### config.mk
export PLATFORM = sky130hd
export DESIGN_NAME = rgb_to_hsl_convert_unit
export DESIGN_NICKNAME = d
export VERILOG_FILES = /design/src/rtl/rhc_pkg.sv /design/src/rtl/rhc_div.sv /design/src/rtl/rgb_to_hsl_convert_unit.sv
export VERILOG_INCLUDE_DIRS = /design/src /design/src/rtl
export SDC_FILE = /design/constraint.sdc
export NUM_CORES = 1
export LEC_CHECK = 0
export BUFFER_PORTS_ARGS = -buffer_cell sky130_fd_sc_hd__buf_2
export CAP_MARGIN = 20
export CORE_ASPECT_RATIO = 0.9
export CORE_MARGIN = 2
export CORE_UTILIZATION = 38
export CTS_CLUSTER_SIZE = 10
export DETAILED_ROUTE_END_ITERATION = 8
export PLACE_DENSITY = 0.58
export SYNTH_ARGS = -nofsm -noshare
export SYNTH_HDL_FRONTEND = slang
export SYNTH_SLANG_ARGS = --single-unit
export TNS_END_PERCENT = 30
### constraint.sdc
create_clock -name clock -period 5.5 [get_ports clock]
set_input_delay 1.1 -clock clock [delete_from_list [all_inputs] [get_ports clock]]
set_output_delay 1.1 -clock clock [all_outputs]
set_load 0.02 [all_outputs]
### src/rtl/assert_macros.svh
`ifndef ASSERT_MACROS_SVH
`define ASSERT_MACROS_SVH

// expr must hold at every clock edge outside reset
`define CHK_ALWAYS(label, clk, rst, expr) \
   label: assert property (@(posedge clk) disable iff (rst) (expr)) \
      else $error("check failed");

// cons must hold at every clock edge at which ante holds, outside reset
`define CHK_IMPLY(label, clk, rst, ante, cons) \
   label: assert property (@(posedge clk) disable iff (rst) (ante) |-> (cons)) \
      else $error("check failed");

`endif

### src/rtl/rhc_pkg.sv
package rhc_pkg;

   localparam int CHANNEL_BITS_DEF = 8;

   localparam int HUE_W         = 13;
   localparam int HUE_SIXTH     = 960;
   localparam int HUE_FULL      = 5760;
   localparam int HUE_GREEN_OFS = 1920;
   localparam int HUE_BLUE_OFS  = 3840;
   localparam int HUE_MAG_W     = $clog2(HUE_SIXTH + 1);

endpackage

### src/rtl/rhc_div.sv
module rhc_div #(
   parameter int NUM_W = 17,
   parameter int DEN_W = 10,
   parameter int QUO_W = 10
) (
   input  logic             clock,
   input  logic             reset,
   input  logic             in_valid,
   input  logic [NUM_W-1:0] in_num,
   input  logic [DEN_W-1:0] in_den,
   output logic             out_valid,
   output logic [QUO_W-1:0] out_quo
);

   logic [NUM_W-1:0] rem_st [0:QUO_W];
   logic [DEN_W-1:0] den_st [0:QUO_W];
   logic [QUO_W-1:0] quo_st [0:QUO_W];
   logic             vld_st [0:QUO_W];

   logic [NUM_W-1:0] rem_in [0:QUO_W-1];
   logic [QUO_W-1:0] quo_in [0:QUO_W-1];

   logic [NUM_W-1:0] rem_ff [0:QUO_W-1];
   logic [DEN_W-1:0] den_ff [0:QUO_W-1];
   logic [QUO_W-1:0] quo_ff [0:QUO_W-1];
   logic             vld_ff [0:QUO_W-1];

   assign rem_st[0] = in_num;
   assign den_st[0] = in_den;
   assign quo_st[0] = '0;
   assign vld_st[0] = in_valid;

   for (genvar k = 0; k < QUO_W; k++) begin : g_step
      localparam int BIT = QUO_W - 1 - k;
      logic             take;
      logic [NUM_W-1:0] hi;

      assign hi   = rem_st[k] >> BIT;
      assign take = (hi >= NUM_W'(den_st[k]));

      always_comb begin
         rem_in[k] = rem_st[k];
         if (take) begin
            rem_in[k] = rem_st[k] - (NUM_W'(den_st[k]) << BIT);
         end
         quo_in[k] = {quo_st[k][QUO_W-2:0], take};
      end

      always_ff @(posedge clock) begin
         if (reset) begin
            vld_ff[k] <= 1'b0;
         end else begin
            vld_ff[k] <= vld_st[k];
         end
      end

      always_ff @(posedge clock) begin
         rem_ff[k] <= rem_in[k];
         den_ff[k] <= den_st[k];
         quo_ff[k] <= quo_in[k];
      end

      assign rem_st[k+1] = rem_ff[k];
      assign den_st[k+1] = den_ff[k];
      assign quo_st[k+1] = quo_ff[k];
      assign vld_st[k+1] = vld_ff[k];
   end

   assign out_valid = vld_st[QUO_W];
   assign out_quo   = quo_st[QUO_W];

endmodule

### src/rtl/rgb_to_hsl_convert_unit.sv
// RGB to HSL pixel converter, fully pipelined.
// Request channel: drive req_red, req_green, req_blue and raise start; the
// request is taken at every rising edge with start high and busy low. busy
// stays low, so one pixel can be taken in every clock cycle.
// Result channel: rsp_valid is high for exactly one cycle with rsp_hue
// (sixteenths of a degree, 0..5759), rsp_saturation and rsp_lightness.
// Results leave in request order. The receiver cannot stall the block.
// Stages: an input register, a max/min stage, a numerator stage, the two
// restoring dividers (saturation and hue) working side by side, each
// resolving one quotient bit per pipeline stage for QUO_W =
// max(CHANNEL_BITS, 10) quotient bits, and the output register.
// Throughput: one pixel per cycle.
// Reset (synchronous, active high) drops every pixel in flight; no result
// is produced for a request taken before reset.
module rgb_to_hsl_convert_unit #(
   parameter int CHANNEL_BITS = rhc_pkg::CHANNEL_BITS_DEF
) (
   input  logic                        clock,
   input  logic                        reset,
   input  logic                        start,
   output logic                        busy,
   input  logic [CHANNEL_BITS-1:0]     req_red,
   input  logic [CHANNEL_BITS-1:0]     req_green,
   input  logic [CHANNEL_BITS-1:0]     req_blue,
   output logic                        rsp_valid,
   output logic [rhc_pkg::HUE_W-1:0]   rsp_hue,
   output logic [CHANNEL_BITS-1:0]     rsp_saturation,
   output logic [CHANNEL_BITS-1:0]     rsp_lightness
);

   import rhc_pkg::*;

`include "assert_macros.svh"

   localparam int CB        = CHANNEL_BITS;
   localparam int CH_MAX    = (1 << CB) - 1;
   localparam int QUO_W     = (CB > HUE_MAG_W) ? CB : HUE_MAG_W;
   localparam int SAT_NUM_W = 2 * CB + 1;
   localparam int SAT_DEN_W = CB + 2;
   localparam int HUE_NUM_W = CB + $clog2(2 * HUE_SIXTH + 1);
   localparam int HUE_DEN_W = CB + 1;

   typedef struct packed {
      logic             gray;
      logic             neg;
      logic [HUE_W-1:0] ofs;
      logic [CB-1:0]    light;
   } side_type;

   // input register
   logic          a_vld_ff;
   logic [CB-1:0] a_red_ff, a_green_ff, a_blue_ff;

   assign busy = 1'b0;

   always_ff @(posedge clock) begin
      if (reset) begin
         a_vld_ff <= 1'b0;
      end else begin
         a_vld_ff <= start && !busy;
      end
   end

   always_ff @(posedge clock) begin
      a_red_ff   <= req_red;
      a_green_ff <= req_green;
      a_blue_ff  <= req_blue;
   end

   // max, min, channel difference
   logic             red_top, green_top;
   logic [CB-1:0]    mx, mn, pos, neg_ch;
   logic [CB-1:0]    b_d_in, b_diff_in;
   logic [CB:0]      b_s_in;
   logic             b_neg_in;
   logic [HUE_W-1:0] b_ofs_in;

   logic             b_vld_ff;
   logic [CB-1:0]    b_d_ff, b_diff_ff;
   logic [CB:0]      b_s_ff;
   logic             b_neg_ff;
   logic [HUE_W-1:0] b_ofs_ff;

   always_comb begin
      red_top   = (a_red_ff >= a_green_ff) && (a_red_ff >= a_blue_ff);
      green_top = !red_top && (a_green_ff >= a_blue_ff);
      mn = a_red_ff;
      if (a_green_ff < mn) begin
         mn = a_green_ff;
      end
      if (a_blue_ff < mn) begin
         mn = a_blue_ff;
      end
      if (red_top) begin
         mx       = a_red_ff;
         pos      = a_green_ff;
         neg_ch   = a_blue_ff;
         b_ofs_in = '0;
      end else if (green_top) begin
         mx       = a_green_ff;
         pos      = a_blue_ff;
         neg_ch   = a_red_ff;
         b_ofs_in = HUE_W'(HUE_GREEN_OFS);
      end else begin
         mx       = a_blue_ff;
         pos      = a_red_ff;
         neg_ch   = a_green_ff;
         b_ofs_in = HUE_W'(HUE_BLUE_OFS);
      end
      b_d_in   = mx - mn;
      b_s_in   = {1'b0, mx} + {1'b0, mn};
      b_neg_in = (pos < neg_ch);
      b_diff_in = b_neg_in ? (neg_ch - pos) : (pos - neg_ch);
   end

   always_ff @(posedge clock) begin
      if (reset) begin
         b_vld_ff <= 1'b0;
      end else begin
         b_vld_ff <= a_vld_ff;
      end
   end

   always_ff @(posedge clock) begin
      b_d_ff    <= b_d_in;
      b_diff_ff <= b_diff_in;
      b_s_ff    <= b_s_in;
      b_neg_ff  <= b_neg_in;
      b_ofs_ff  <= b_ofs_in;
   end

   // numerators and denominators, rounding folded in
   logic [CB:0]          s_p1;
   logic [CB:0]          den_sat;
   logic [SAT_NUM_W-1:0] c_sat_num_in;
   logic [HUE_NUM_W-1:0] c_hue_num_in;
   side_type             c_side_in;

   logic                 c_vld_ff;
   logic [SAT_NUM_W-1:0] c_sat_num_ff;
   logic [SAT_DEN_W-1:0] c_sat_den_ff;
   logic [HUE_NUM_W-1:0] c_hue_num_ff;
   logic [HUE_DEN_W-1:0] c_hue_den_ff;
   side_type             c_side_ff;

   always_comb begin
      s_p1 = b_s_ff + (CB+1)'(1);
      if (b_s_ff < (CB+1)'(CH_MAX)) begin
         den_sat = b_s_ff;
      end else begin
         den_sat = (CB+1)'(2 * CH_MAX) - b_s_ff;
      end
      c_sat_num_in = SAT_NUM_W'(b_d_ff) * SAT_NUM_W'(2 * CH_MAX) + SAT_NUM_W'(den_sat);
      c_hue_num_in = HUE_NUM_W'(b_diff_ff) * HUE_NUM_W'(2 * HUE_SIXTH) + HUE_NUM_W'(b_d_ff);
      c_side_in.gray  = (b_d_ff == '0);
      c_side_in.neg   = b_neg_ff;
      c_side_in.ofs   = b_ofs_ff;
      c_side_in.light = s_p1[CB:1];
   end

   always_ff @(posedge clock) begin
      if (reset) begin
         c_vld_ff <= 1'b0;
      end else begin
         c_vld_ff <= b_vld_ff;
      end
   end

   always_ff @(posedge clock) begin
      c_sat_num_ff <= c_sat_num_in;
      c_sat_den_ff <= {den_sat, 1'b0};
      c_hue_num_ff <= c_hue_num_in;
      c_hue_den_ff <= {b_d_ff, 1'b0};
      c_side_ff    <= c_side_in;
   end

   // dividers
   logic             sat_vld, hue_vld;
   logic [QUO_W-1:0] sat_quo, hue_quo;

   rhc_div #(
      .NUM_W (SAT_NUM_W),
      .DEN_W (SAT_DEN_W),
      .QUO_W (QUO_W)
   ) u_sat_div (
      .clock     (clock),
      .reset     (reset),
      .in_valid  (c_vld_ff),
      .in_num    (c_sat_num_ff),
      .in_den    (c_sat_den_ff),
      .out_valid (sat_vld),
      .out_quo   (sat_quo)
   );

   rhc_div #(
      .NUM_W (HUE_NUM_W),
      .DEN_W (HUE_DEN_W),
      .QUO_W (QUO_W)
   ) u_hue_div (
      .clock     (clock),
      .reset     (reset),
      .in_valid  (c_vld_ff),
      .in_num    (c_hue_num_ff),
      .in_den    (c_hue_den_ff),
      .out_valid (hue_vld),
      .out_quo   (hue_quo)
   );

   // side data travels alongside the divider stages
   side_type side_ff [0:QUO_W-1];
   side_type side_out;

   always_ff @(posedge clock) begin
      side_ff[0] <= c_side_ff;
      for (int i = 1; i < QUO_W; i++) begin
         side_ff[i] <= side_ff[i-1];
      end
   end

   assign side_out = side_ff[QUO_W-1];

   // hue offset, wrap and output register
   logic [HUE_MAG_W-1:0] mag;
   logic [HUE_W:0]       wrap_sum;
   logic [HUE_W-1:0]     rsp_hue_in;
   logic [CB-1:0]        rsp_sat_in;

   logic                 rsp_valid_ff;
   logic [HUE_W-1:0]     rsp_hue_ff;
   logic [CB-1:0]        rsp_sat_ff;
   logic [CB-1:0]        rsp_light_ff;

   always_comb begin
      mag = hue_quo[HUE_MAG_W-1:0];
      wrap_sum = (HUE_W+1)'(side_out.ofs) + (HUE_W+1)'(HUE_FULL) - (HUE_W+1)'(mag);
      if (wrap_sum >= (HUE_W+1)'(HUE_FULL)) begin
         wrap_sum = wrap_sum - (HUE_W+1)'(HUE_FULL);
      end
      if (side_out.gray) begin
         rsp_hue_in = '0;
         rsp_sat_in = '0;
      end else begin
         rsp_sat_in = sat_quo[CB-1:0];
         if (side_out.neg) begin
            rsp_hue_in = wrap_sum[HUE_W-1:0];
         end else begin
            rsp_hue_in = side_out.ofs + HUE_W'(mag);
         end
      end
   end

   always_ff @(posedge clock) begin
      if (reset) begin
         rsp_valid_ff <= 1'b0;
      end else begin
         rsp_valid_ff <= hue_vld;
      end
   end

   always_ff @(posedge clock) begin
      rsp_hue_ff   <= rsp_hue_in;
      rsp_sat_ff   <= rsp_sat_in;
      rsp_light_ff <= side_out.light;
   end

   assign rsp_valid      = rsp_valid_ff;
   assign rsp_hue        = rsp_hue_ff;
   assign rsp_saturation = rsp_sat_ff;
   assign rsp_lightness  = rsp_light_ff;

   `CHK_ALWAYS(a_div_vld_match, clock, reset, sat_vld == hue_vld)
   `CHK_IMPLY(a_hue_mag_range, clock, reset, hue_vld && !side_out.gray, hue_quo <= QUO_W'(HUE_SIXTH))
   `CHK_IMPLY(a_sat_range, clock, reset, sat_vld && !side_out.gray, sat_quo <= QUO_W'(CH_MAX))
   `CHK_IMPLY(a_hue_out_range, clock, reset, rsp_valid_ff, rsp_hue_ff < HUE_W'(HUE_FULL))

endmodule

==> run_results.csv <==
group,metric,value,unit
floorplanning,die-area,88200,sq um
logic_synthesis,ys_warn_count,0,
sta,worstMarginPinSlew,0.987,ns
logic_synthesis,synth_edf_count,0,
logic_synthesis,synth_seq_cells,784,
clocking,clock_latency,0.64,ns
clocking,cts_buffer_depth,3,
logic_synthesis,ys.flop_type,"dfxtp_1",
final_layout,final_net_count,3664,
sta,fin_skew,0.0227,ns
place,post-dp-hpwl,42900,microns
sta,setup_tns,0,ns
floorplanning,ios,58,
clocking,clock_sinks,784,
logic_synthesis,synthTopCellsByArea,"dfxtp_1, ha_1, inv_1",
status,status,"complete, no violations",
clocking,clk_pin_slew,0.05,ns
floorplanning,rows,101,
final_layout,fillCellCount,8112,
floorplanning,start_util,0.385,
logic_synthesis,synthesis.nets,3530,
worst_setup_path,cp.required,6.07,ns
global_routing,grt_overflow,0,
detailed_routing,drtIter0Drc,815,
sta,timing.final.crit_share,0.930,
floorplanning,die_h,282,microns
global_routing,grt_use_total,0.130,
sta,relSlewSlack,0.341,
clocking,cts_tree,"built",
clocking,ctsHoldBuffers,0,
logic_synthesis,syn_inst,3128,
global_routing,grt_pass1_vias,20100,
sta,setup_ws,0.383,ns
place,routabilityCongestion,0.839,
logic_synthesis,syn_area,32600,sq um
logic_synthesis,synth_commonest_cells,"dfxtp_1, inv_1, ha_1",
worst_setup_path,cp.arrival,5.68,ns
job,cap_violations,0,
clocking,cts_inserted_buffers,91,
global_routing,grt_pass1_wl,95400,microns
sta,rsz0062_at_grt,"false",
logic_synthesis,ys_async_sr_fraction,0,
logic_synthesis,yosysTopAreaCellShare,0.481,
final_layout,area_delta_synth_final,13.1,%
final_layout,drive_gt1_frac,0.0913,
place,pre_cts_ws,0.366,ns
sta,fin_crit,5.12,ns
logic_synthesis,ys_seq_area_frac,0.481,
worst_setup_path,crit_path_end_kind,"flip-flop",
global_routing,grt_max_degree,26,
logic_synthesis,synth_largest_area_cell,"dfxtp_1",
worst_setup_path,crit_path_start_kind,"flip-flop",
floorplanning,core_area,84700,sq um
clocking,htreeDepth,3,
sta,maxSlewViolCount,0,
detailed_routing,vias,20200,
floorplanning,dieWidth,313,microns
detailed_routing,drt-vias-per-instance,4.58,
sta,fmax,195,MHz
sta,final-setup-viol-count,0,
clocking,cts-root-buf,"clkbuf_16",
logic_synthesis,synth_area_per_cell,10.4,sq um
sta,hold_violations,0,
clocking,postCtsSetupBuffers,0,
clocking,post_cts_resized,0,
detailed_routing,dr.pass1.iters,5,
detailed_routing,routedWlPerCell,12.7,microns
min_path,worstHoldPathType,"flip-flop to flip-flop",
detailed_routing,wl,56200,microns
global_routing,antenna_found_initial,0,
place,port_buffers,56,
worst_setup_path,crit_fanout,5,
detailed_routing,ant_nets,0,
detailed_routing,drcViolationCount,0,
worst_setup_path,critPathKind,"flip-flop to flip-flop",
logic_synthesis,ys_types,81,
logic_synthesis,yosys.cell_count.top_type,"dfxtp_1",
metal layers:
metal | global-route usage | share of wire | vias up
li1 | - | - | 10800
met1 | 0.163 | 0.48 | 9054
met2 | 0.222 | 0.46 | 251
met3 | 0.0238 | 0.034 | 123
met4 | 0.0475 | 0.029 | 0
met5 | 0 | 0 | -
per-stage QoR:
stage / instances / hold slack, ns / area [sq um] / utilization
after global placement: 4301 / 0.310 / 34300 / 0.405
after detailed placement: 4301 / 0.312 / 34300 / 0.405
final: 4419 / 0.313 / 36900 / 0.436
after CTS: 4417 / 0.313 / 36900 / 0.435
after global routing: 4418 / 0.322 / 36900 / 0.436
after floorplan: 3128 / 0.310 / 32600 / -
placed cells by master (no fill, tap or decap), types with 20 or more instances in the layout:
cell type,instances
dfxtp_1,784
nor3_1,51
nand3_1,20
nor2_1,156
nand2_1,182
mux2i_1,65
nand4_1,28
mux2_2,80
a21oi_1,139
fa_1,66
xnor2_1,106
a21o_1,60
o21ai_0,160
inv_1,361
ha_1,309
buf_4,23
nor2b_1,79
o31ai_1,25
nor4_1,27
clkbuf_16,92
xor2_1,101
a21boi_0,30
buf_2,56
nand2b_1,41
cell type report:
| type | instances | area, sq um | share of cell area |
|---|---|---|---|
| tap | 1133 | 1420 | 0.0384 |
| antenna | 1 | 2.50 | 0.0000679 |
| clock inverter | 9 | 125 | 0.00339 |
| inverter | 361 | 1360 | 0.0367 |
| clock buffer | 107 | 2410 | 0.0653 |
| timing repair buffer | 79 | 453 | 0.0123 |
| multi-input combinational | 1945 | 15400 | 0.418 |
| sequential | 784 | 15700 | 0.426 |
cell families (layout without fill, tap and decap cells):
family          count (synthesis)  count (layout)  synth area share
compound gates                536             536             0.104
xor+xnor                      208             208            0.0563
fa+ha+maj                     375             375             0.159
buf+inv                       399             556            0.0465
flops                         784             784             0.481
mux                           145             145            0.0476
other cells                     1               2          0.000115
simple gates                  680             680             0.106
critical path, cell delays in order (launching register included):
cell,delay [ns]
dfxtp_1,0.41
inv_1,0.19
fa_1,0.56
fa_1,0.58
fa_1,0.45
fa_1,0.54
inv_1,0.04
ha_1,0.36
a211oi_1,0.27
o211ai_1,0.16
a221oi_1,0.44
xnor2_1,0.18
or4_1,0.44
nor4_1,0.30
xnor2_1,0.15
flip-flops by register name (all words and copies together), names as in the netlist, 3 cells and up:
signal / flops
u_hue_div.rem_ff: 168
u_sat_div.rem_ff: 147
side_ff: 130
u_sat_div.den_ff: 72
u_hue_div.quo_ff: 55
u_sat_div.quo_ff: 36
u_hue_div.den_ff: 24
c_hue_num_ff: 19
c_sat_num_ff: 16
c_side_ff: 13
rsp_hue: 13
u_hue_div.vld_ff: 10
b_s_ff: 9
a_blue_ff: 8
a_green_ff: 8
a_red_ff: 8
b_diff_ff: 8
c_sat_den_ff: 8
rsp_lightness: 8
rsp_saturation: 8
b_d_ff: 7
b_ofs_ff: 3
worst paths after layout:
| path | start | to | slack [ns] | cells after the start |
|---|---|---|---|---|
| hold reg to reg | u_sat_div.quo_ff[3][0] | u_sat_div.quo_ff[4][1] | 0.31 | 0 |
| setup reg to reg | b_d_ff[5] | c_sat_num_ff[16] | 0.38 | 14 |
| setup / recovery | b_d_ff[5] | c_sat_num_ff[16] | 0.38 | 14 |
| hold / removal | u_sat_div.quo_ff[3][0] | u_sat_div.quo_ff[4][1] | 0.31 | 0 |
Power is left out: the tool's default activity adds up to more than one toggle a clock period on the data nets, which glitch-free logic cannot reach.
